$ cat src/rtl/core/nrmc_pkg.sv
// ============================================================================
// nrmc_pkg: shared types and constants of the RMC position parser
// Character codes, field numbers, fixed-point widths and the constant
// tables used by the coordinate conversion pipeline.
// ============================================================================
package nrmc_pkg;

    // Operation codes of the input channel
    localparam logic OP_BYTE = 1'b0;
    localparam logic OP_READ = 1'b1;

    // Fraction digits kept per coordinate (1..7)
    localparam int FRAC_DIGITS = 5;

    // Character codes
    localparam logic [7:0] CH_DOLLAR = 8'h24;
    localparam logic [7:0] CH_CR     = 8'h0D;
    localparam logic [7:0] CH_LF     = 8'h0A;
    localparam logic [7:0] CH_COMMA  = 8'h2C;
    localparam logic [7:0] CH_DOT    = 8'h2E;
    localparam logic [7:0] CH_ZERO   = 8'h30;
    localparam logic [7:0] CH_NINE   = 8'h39;
    localparam logic [7:0] CH_UPPER_A = 8'h41;
    localparam logic [7:0] CH_UPPER_S = 8'h53;
    localparam logic [7:0] CH_UPPER_W = 8'h57;

    // Field numbers within the sentence
    localparam logic [3:0] FLD_STATUS = 4'd2;
    localparam logic [3:0] FLD_LAT    = 4'd3;
    localparam logic [3:0] FLD_NS     = 4'd4;
    localparam logic [3:0] FLD_LON    = 4'd5;
    localparam logic [3:0] FLD_EW     = 4'd6;
    localparam logic [3:0] FLD_LAST   = 4'd15;

    // Widths
    localparam int ACC_W  = 40;  // digit accumulator
    localparam int FRAC_W = 3;   // fraction digit count
    localparam int POW_W  = 24;  // 10^0 .. 10^7
    localparam int A_W    = 38;  // accumulator scaled to 1e-7 minutes units
    localparam int DEG_W  = 8;   // whole degrees, at most 180
    localparam int MIN_W  = 30;  // remainder below one degree
    localparam int QUO_W  = 24;  // remainder in 1e-7 degrees
    localparam int MAG_W  = 31;  // unsigned result magnitude

    localparam logic [FRAC_W-1:0] MAX_FE = 3'd7;
    localparam logic [ACC_W-1:0]  INT_SAT = 40'd99999;

    // floor(x / 1953125) = (x * DEG_RECIP) >> DEG_SHIFT for x < 2^29
    localparam int DEG_PRE     = 9;
    localparam int DEG_RECIP_W = 31;
    localparam logic [DEG_RECIP_W-1:0] DEG_RECIP = 31'd1152921505;
    localparam int DEG_SHIFT   = 51;

    // floor(x / 15) = (x * MIN_RECIP) >> MIN_SHIFT for x < 2^28
    localparam int MIN_PRE     = 2;
    localparam int MIN_RECIP_W = 29;
    localparam logic [MIN_RECIP_W-1:0] MIN_RECIP = 29'd286331154;
    localparam int MIN_SHIFT   = 32;

    localparam logic [MIN_W-1:0] E9 = 30'd1000000000;
    localparam logic [POW_W-1:0] E7 = 24'd10000000;

    localparam logic [MAG_W-1:0] LAT_LIMIT = 31'd900000000;
    localparam logic [MAG_W-1:0] LON_LIMIT = 31'd1800000000;

    typedef enum logic [1:0] {
        EVT_READ,
        EVT_FIX,
        EVT_VOID
    } evt_kind_t;

    typedef struct packed {
        evt_kind_t kind;
        logic      south;
        logic      west;
    } evt_t;

    // Load enables of the four conversion stages
    typedef struct packed {
        logic ld1;
        logic ld2;
        logic ld3;
        logic ld4;
    } conv_ld_t;

    typedef struct packed {
        logic [ACC_W-1:0]  acc;
        logic              in_frac;
        logic [FRAC_W-1:0] frac;
    } coord_upd_t;

    function automatic logic [7:0] rmc_tag(input logic [2:0] pos);
        logic [7:0] ch;
        unique case (pos)
            3'd0:    ch = 8'h24;  // $
            3'd1:    ch = 8'h47;  // G
            3'd2:    ch = 8'h50;  // P
            3'd3:    ch = 8'h52;  // R
            3'd4:    ch = 8'h4D;  // M
            3'd5:    ch = 8'h43;  // C
            default: ch = 8'h00;
        endcase
        return ch;
    endfunction

    function automatic logic [POW_W-1:0] pow10(input logic [FRAC_W-1:0] e);
        logic [POW_W-1:0] p;
        unique case (e)
            3'd0:    p = 24'd1;
            3'd1:    p = 24'd10;
            3'd2:    p = 24'd100;
            3'd3:    p = 24'd1000;
            3'd4:    p = 24'd10000;
            3'd5:    p = 24'd100000;
            3'd6:    p = 24'd1000000;
            default: p = 24'd10000000;
        endcase
        return p;
    endfunction

    // 181 degrees expressed in accumulator units for fe fraction digits
    function automatic logic [ACC_W-1:0] over_thr(input logic [FRAC_W-1:0] fe);
        logic [ACC_W-1:0] t;
        unique case (fe)
            3'd0:    t = 40'd18100;
            3'd1:    t = 40'd181000;
            3'd2:    t = 40'd1810000;
            3'd3:    t = 40'd18100000;
            3'd4:    t = 40'd181000000;
            3'd5:    t = 40'd1810000000;
            3'd6:    t = 40'd18100000000;
            default: t = 40'd181000000000;
        endcase
        return t;
    endfunction

endpackage

$ cat src/rtl/core/nrmc_coord_conv.sv
// ============================================================================
// nrmc_coord_conv: four-stage ddmm.mmmm to 1e-7 degree conversion
// Scales the accumulator to a common fraction, splits degrees and minutes
// by reciprocal multiplication and converts minutes to degree units.
// ============================================================================
module nrmc_coord_conv (
    input  logic                            aclk,
    input  nrmc_pkg::conv_ld_t              ld,
    input  logic [nrmc_pkg::ACC_W-1:0]      acc_i,
    input  logic [nrmc_pkg::FRAC_W-1:0]     fe_i,
    output logic [nrmc_pkg::MAG_W-1:0]      mag_o,
    output logic                            over_o
);
    import nrmc_pkg::*;

    localparam int SCL_P_W = A_W + POW_W;
    localparam int DEG_P_W = A_W - DEG_PRE + DEG_RECIP_W;
    localparam int MIN_P_W = MIN_W - MIN_PRE + MIN_RECIP_W;

    logic [SCL_P_W-1:0] scale_prod;
    logic [A_W-1:0]     a1_next;
    logic               over1_next;
    logic [DEG_P_W-1:0] deg_prod;
    logic [A_W-1:0]     deg_scaled;
    logic [A_W-1:0]     rem_full;
    logic [MIN_P_W-1:0] min_prod;

    logic [A_W-1:0]   a1_reg, a2_reg;
    logic             over1_reg, over2_reg, over3_reg, over4_reg;
    logic [DEG_W-1:0] deg2_reg, deg3_reg, deg4_reg;
    logic [MIN_W-1:0] m3_reg;
    logic [QUO_W-1:0] q4_reg;

    // Stage 1: bring the value to seven fraction digits
    assign scale_prod = SCL_P_W'(acc_i[A_W-1:0]) * SCL_P_W'(pow10(MAX_FE - fe_i));
    assign a1_next    = scale_prod[A_W-1:0];
    assign over1_next = (acc_i >= over_thr(fe_i));

    // Stage 2: whole degrees
    assign deg_prod = DEG_P_W'(a1_reg[A_W-1:DEG_PRE]) * DEG_P_W'(DEG_RECIP);

    // Stage 3: remainder below one degree
    assign deg_scaled = A_W'(deg2_reg) * A_W'(E9);
    assign rem_full   = a2_reg - deg_scaled;

    // Stage 4: minutes over sixty
    assign min_prod = MIN_P_W'(m3_reg[MIN_W-1:MIN_PRE]) * MIN_P_W'(MIN_RECIP);

    always_ff @(posedge aclk) begin
        if (ld.ld1) begin
            a1_reg    <= a1_next;
            over1_reg <= over1_next;
        end
        if (ld.ld2) begin
            a2_reg    <= a1_reg;
            deg2_reg  <= deg_prod[DEG_SHIFT +: DEG_W];
            over2_reg <= over1_reg;
        end
        if (ld.ld3) begin
            m3_reg    <= rem_full[MIN_W-1:0];
            deg3_reg  <= deg2_reg;
            over3_reg <= over2_reg;
        end
        if (ld.ld4) begin
            q4_reg    <= min_prod[MIN_SHIFT +: QUO_W];
            deg4_reg  <= deg3_reg;
            over4_reg <= over3_reg;
        end
    end

    assign mag_o  = MAG_W'(deg4_reg) * MAG_W'(E7) + MAG_W'(q4_reg);
    assign over_o = over4_reg;

endmodule

$ cat config.mk
export PLATFORM = sky130hd
export DESIGN_NAME = nrmc_coord_conv
export DESIGN_NICKNAME = d
export VERILOG_FILES = /design/src/rtl/core/nrmc_pkg.sv /design/src/rtl/core/nrmc_coord_conv.sv
export SDC_FILE = /design/constraint.sdc
export NUM_CORES = 2
export LEC_CHECK = 0
export BUFFER_PORTS_ARGS = -buffer_cell sky130_fd_sc_hd__buf_2
export CORE_UTILIZATION = 59
export DETAILED_ROUTE_END_ITERATION = 12
export PLACE_DENSITY = 0.75
export SYNTH_ARGS = -nofsm -noshare
export SYNTH_HDL_FRONTEND = slang
export SYNTH_SLANG_ARGS = --single-unit
$ cat constraint.sdc
create_clock -name aclk -period 18.75 [get_ports aclk]
set_input_delay 0 -clock aclk [delete_from_list [all_inputs] [get_ports aclk]]
set_output_delay 0 -clock aclk [all_outputs]
set_load 0.02 [all_outputs]
==> flow_metrics.py <==
metrics = {
    "global_route": {
        "grt_start_max_net_pins": 70,
        "global_route.overflow_total": 0,
        "grt_pass1_vias": 35666,
        "antenna_found_initial": 1,
        "globalRouteTotalUtil": 0.291,
        "gr-usage-met3": 0.0362,
        "met1_demand_to_capacity_share_in_global_routing": 0.361,
        "grt_most_used_layer": "met2",
        "groute.layer.met2.usage": 0.504,
        "grt_first_pass_wirelength_mm": 185,
    },
    "floorplanning": {
        "core_mm2": 0.0795,
        "ioPinCount": 80,
        "die_width_um": 286,
        "initial_core_util": 0.600,
        "die-height_um": 286,
        "core_rows": 103,
        "fp.dieArea_mm2": 0.0820,
    },
    "detailed_routing": {
        "detailedRoute.firstPassIterationCount": 8,
        "detail_route.vias_per_cell": 5.54,
        "post_drt_wl_per_cell_um": 19.0,
        "drcViolationCount": 0,
        "postRouteAntennaNets": 0,
        "dr_total_vias": 33144,
        "drt-initial-drc-count": 1757,
        "drt_wl_total_mm": 114,
    },
    "hold_path": {
        "worstHoldPathType": "primary input to flop",
        "hold_depth": 3,
    },
    "cts": {
        "h-tree-depth": 4,
        "cts-root-buf": "clkbuf_16",
        "cts_made_buffers": 17,
        "cts.clk_slew.worst_paths_ns": 0.07,
        "cts_setup_buffers": 0,
        "cts_max_path_buffers": 2,
        "clock-sinks": 144,
        "post_cts_resize_count": 0,
        "worst_skew_pair.late_latency_ns": 0.46,
        "tritoncts_clock_tree": "yes",
        "cts_hold_buffers": 0,
    },
    "timing": {
        "grt_setup_unrepaired": "false",
        "final-max-slew-violation-count": 0,
        "totalNegativeSetupSlack_ns": 0,
        "final-hold-violation-count": 0,
        "slew_headroom": 0.121,
        "timing.clock.skew_ns": 0.0168,
        "timing_worst_slew_pin_value_ns": 1.32,
        "final.min_clock_period_ns": 9.06,
        "timing.fmax_mhz": 110,
        "finalSetupViolations": 0,
        "fin_worst_hold_slack_ns": 0.143,
        "final_min_period_over_clock_period": 0.483,
    },
    "final_layout": {
        "fillers": 6487,
        "largest_register_ffs": 36,
        "final_layout_size_suffix_gt1_frac": 0.0330,
        "area_delta_synth_final_pct": 4.46,
        "final_util": 0.627,
        "ant_cells": 0,
        "finalNetCount": 6741,
        "layout.cell_area.non_filler_mm2": 0.0498,
    },
    "setup_path": {
        "regToRegSetupSlack_ns": 10.64,
        "worst_ep_required_time_ns": 18.94,
        "timing.critical_path.arrival_ns": 9.25,
        "worst-setup-path-type": "primary input to flop",
        "timing.critical_path.to_type": "flop",
        "rr_worst_depth": 23,
        "setup.worst_path.start_class": "primary input",
        "crit_fanout": 37,
    },
    "yosys": {
        "synthesis.nets": 6722,
        "synth_seq_area_share": 0.0906,
        "synthMostInstantiatedCell": "inv_1",
        "post_synth_mux_area_share": 0.000839,
        "mappedNetlistArea_mm2": 0.0477,
        "main_combinational_cell_family_by_area_after_synthesis": "adder cells",
        "post_synth_fa_ha_maj_area_fraction": 0.606,
        "synth_xor_area_frac": 0.0301,
        "synth-edff-count": 144,
        "top_area_cell_type_share_of_the_netlist_area": 0.377,
        "postSynthCellCount": 4902,
        "async_reset_ff_frac": 0,
        "synth_cell_type_count": 74,
        "synth_simple_gate_area_share": 0.0875,
        "ys_ff_latch": 144,
        "synth_flop_cell": "edfxtp_1",
        "synth-compound-area-share": 0.0632,
        "post_synth_most_frequent_cells": "inv_1, fa_1, ha_1, nand2_1, and2_1",
        "syn_area_per_cell_um2": 9.73,
        "yosys_warnings": 0,
        "synth_area_leader_cell": "fa_1",
        "yosys-top-cells-area": "fa_1, ha_1, inv_1",
    },
    "status": {
        "status": "complete, no violations",
    },
    "placed_design": {
        "numPortBuffers": 79,
        "place_area_mm2": 0.0492,
        "place_hpwl_mm": 96.1,
        "last_weighted_congestion_value_of_the_routability_driven_placer": 0.952,
    },
    "job": {
        "max-cap-violations": 0,
    },
}
logic make-up after synthesis:
group                    Yosys count
AO/OA/AOI/OAI                    447
other                              1
multiplexers                       4
adder cells (fa/ha/maj)         1772
buffers and inverters           1537
AND/OR/NAND/NOR                  833
XOR/XNOR                         164
flip-flops                       144
per-layer routing:
metal | part of all wire | vias to the layer above | wire, µm
met5 | 0.000088 | - | 10
li1 | - | 15209 | -
met1 | 0.40 | 16520 | 45100
met2 | 0.49 | 1098 | 55400
met3 | 0.063 | 315 | 7160
met4 | 0.054 | 2 | 6140
metrics by stage:
step,worst slack [ns],instances
after CTS,9.87,5984
after global routing,9.28,5984
after detailed placement,9.37,5952
final,9.69,5984
after floorplan,11.38,4902
after global placement,9.70,5952
cell usage in the layout (no fill, tap or decap), types with 6 or more instances in the layout:
cell       count
fa_1         898
o211ai_1      12
o41ai_1        7
clkbuf_16     17
nor2b_1       23
a21oi_1      112
nand3_1       35
buf_4         25
nor4_1         6
ha_1         874
or3_1          9
o21a_1        31
xor2_1        44
a31oi_1        7
buf_2         79
a21o_1        88
inv_1       1432
and3_1       117
nand4_1       16
o21ai_0       66
and2_1       162
nand2_1      270
nor3_1        38
nor2_1       115
nand2b_1      12
o21bai_1      22
or2_2          7
clkinv_8       7
xnor2_1      120
a211oi_1      23
edfxtp_1     144
critical path: stages:
cell and delay, ns:
buf_2 0.57, inv_1 0.57, nor2_2 1.15, inv_1 0.19, o21ai_2 0.11, buf_4 0.35
nand2_1 0.13, fa_1 0.51, inv_1 0.05, fa_1 0.50, inv_1 0.05, fa_1 0.46
fa_1 0.49, fa_1 0.54, inv_1 0.05, fa_1 0.47, inv_1 0.04, fa_1 0.47
inv_1 0.04, ha_1 0.34, and4_1 0.22, nand2_1 0.05, o21ai_0 0.65, a31oi_1 0.37
o41ai_1 0.59, o41ai_1 0.13, xnor2_1 0.14
area by class of cell:
type | instances | area (µm²) | area share
multi-input cells | 3221 | 37600 | 0.755
inverters | 1433 | 5380 | 0.108
flip-flops and latches | 144 | 4320 | 0.0868
well taps | 1050 | 1310 | 0.0264
repair buffers | 104 | 583 | 0.0117
clock buffers | 17 | 425 | 0.00854
clock inverters | 15 | 188 | 0.00377
worst paths after layout:
kind | start | end
setup / recovery | fe_i[0] | a1_reg[37]$_DFFE_PP_
hold / removal | acc_i[39] | over1_reg$_DFFE_PP_
setup reg to reg | a1_reg[24]$_DFFE_PP_ | deg2_reg[7]$_DFFE_PP_
hold reg to reg | deg3_reg[2]$_DFFE_PP_ | deg4_reg[2]$_DFFE_PP_
Power is left out: the tool's default activity adds up to more than one toggle a clock period on the data nets, which glitch-free logic cannot reach.
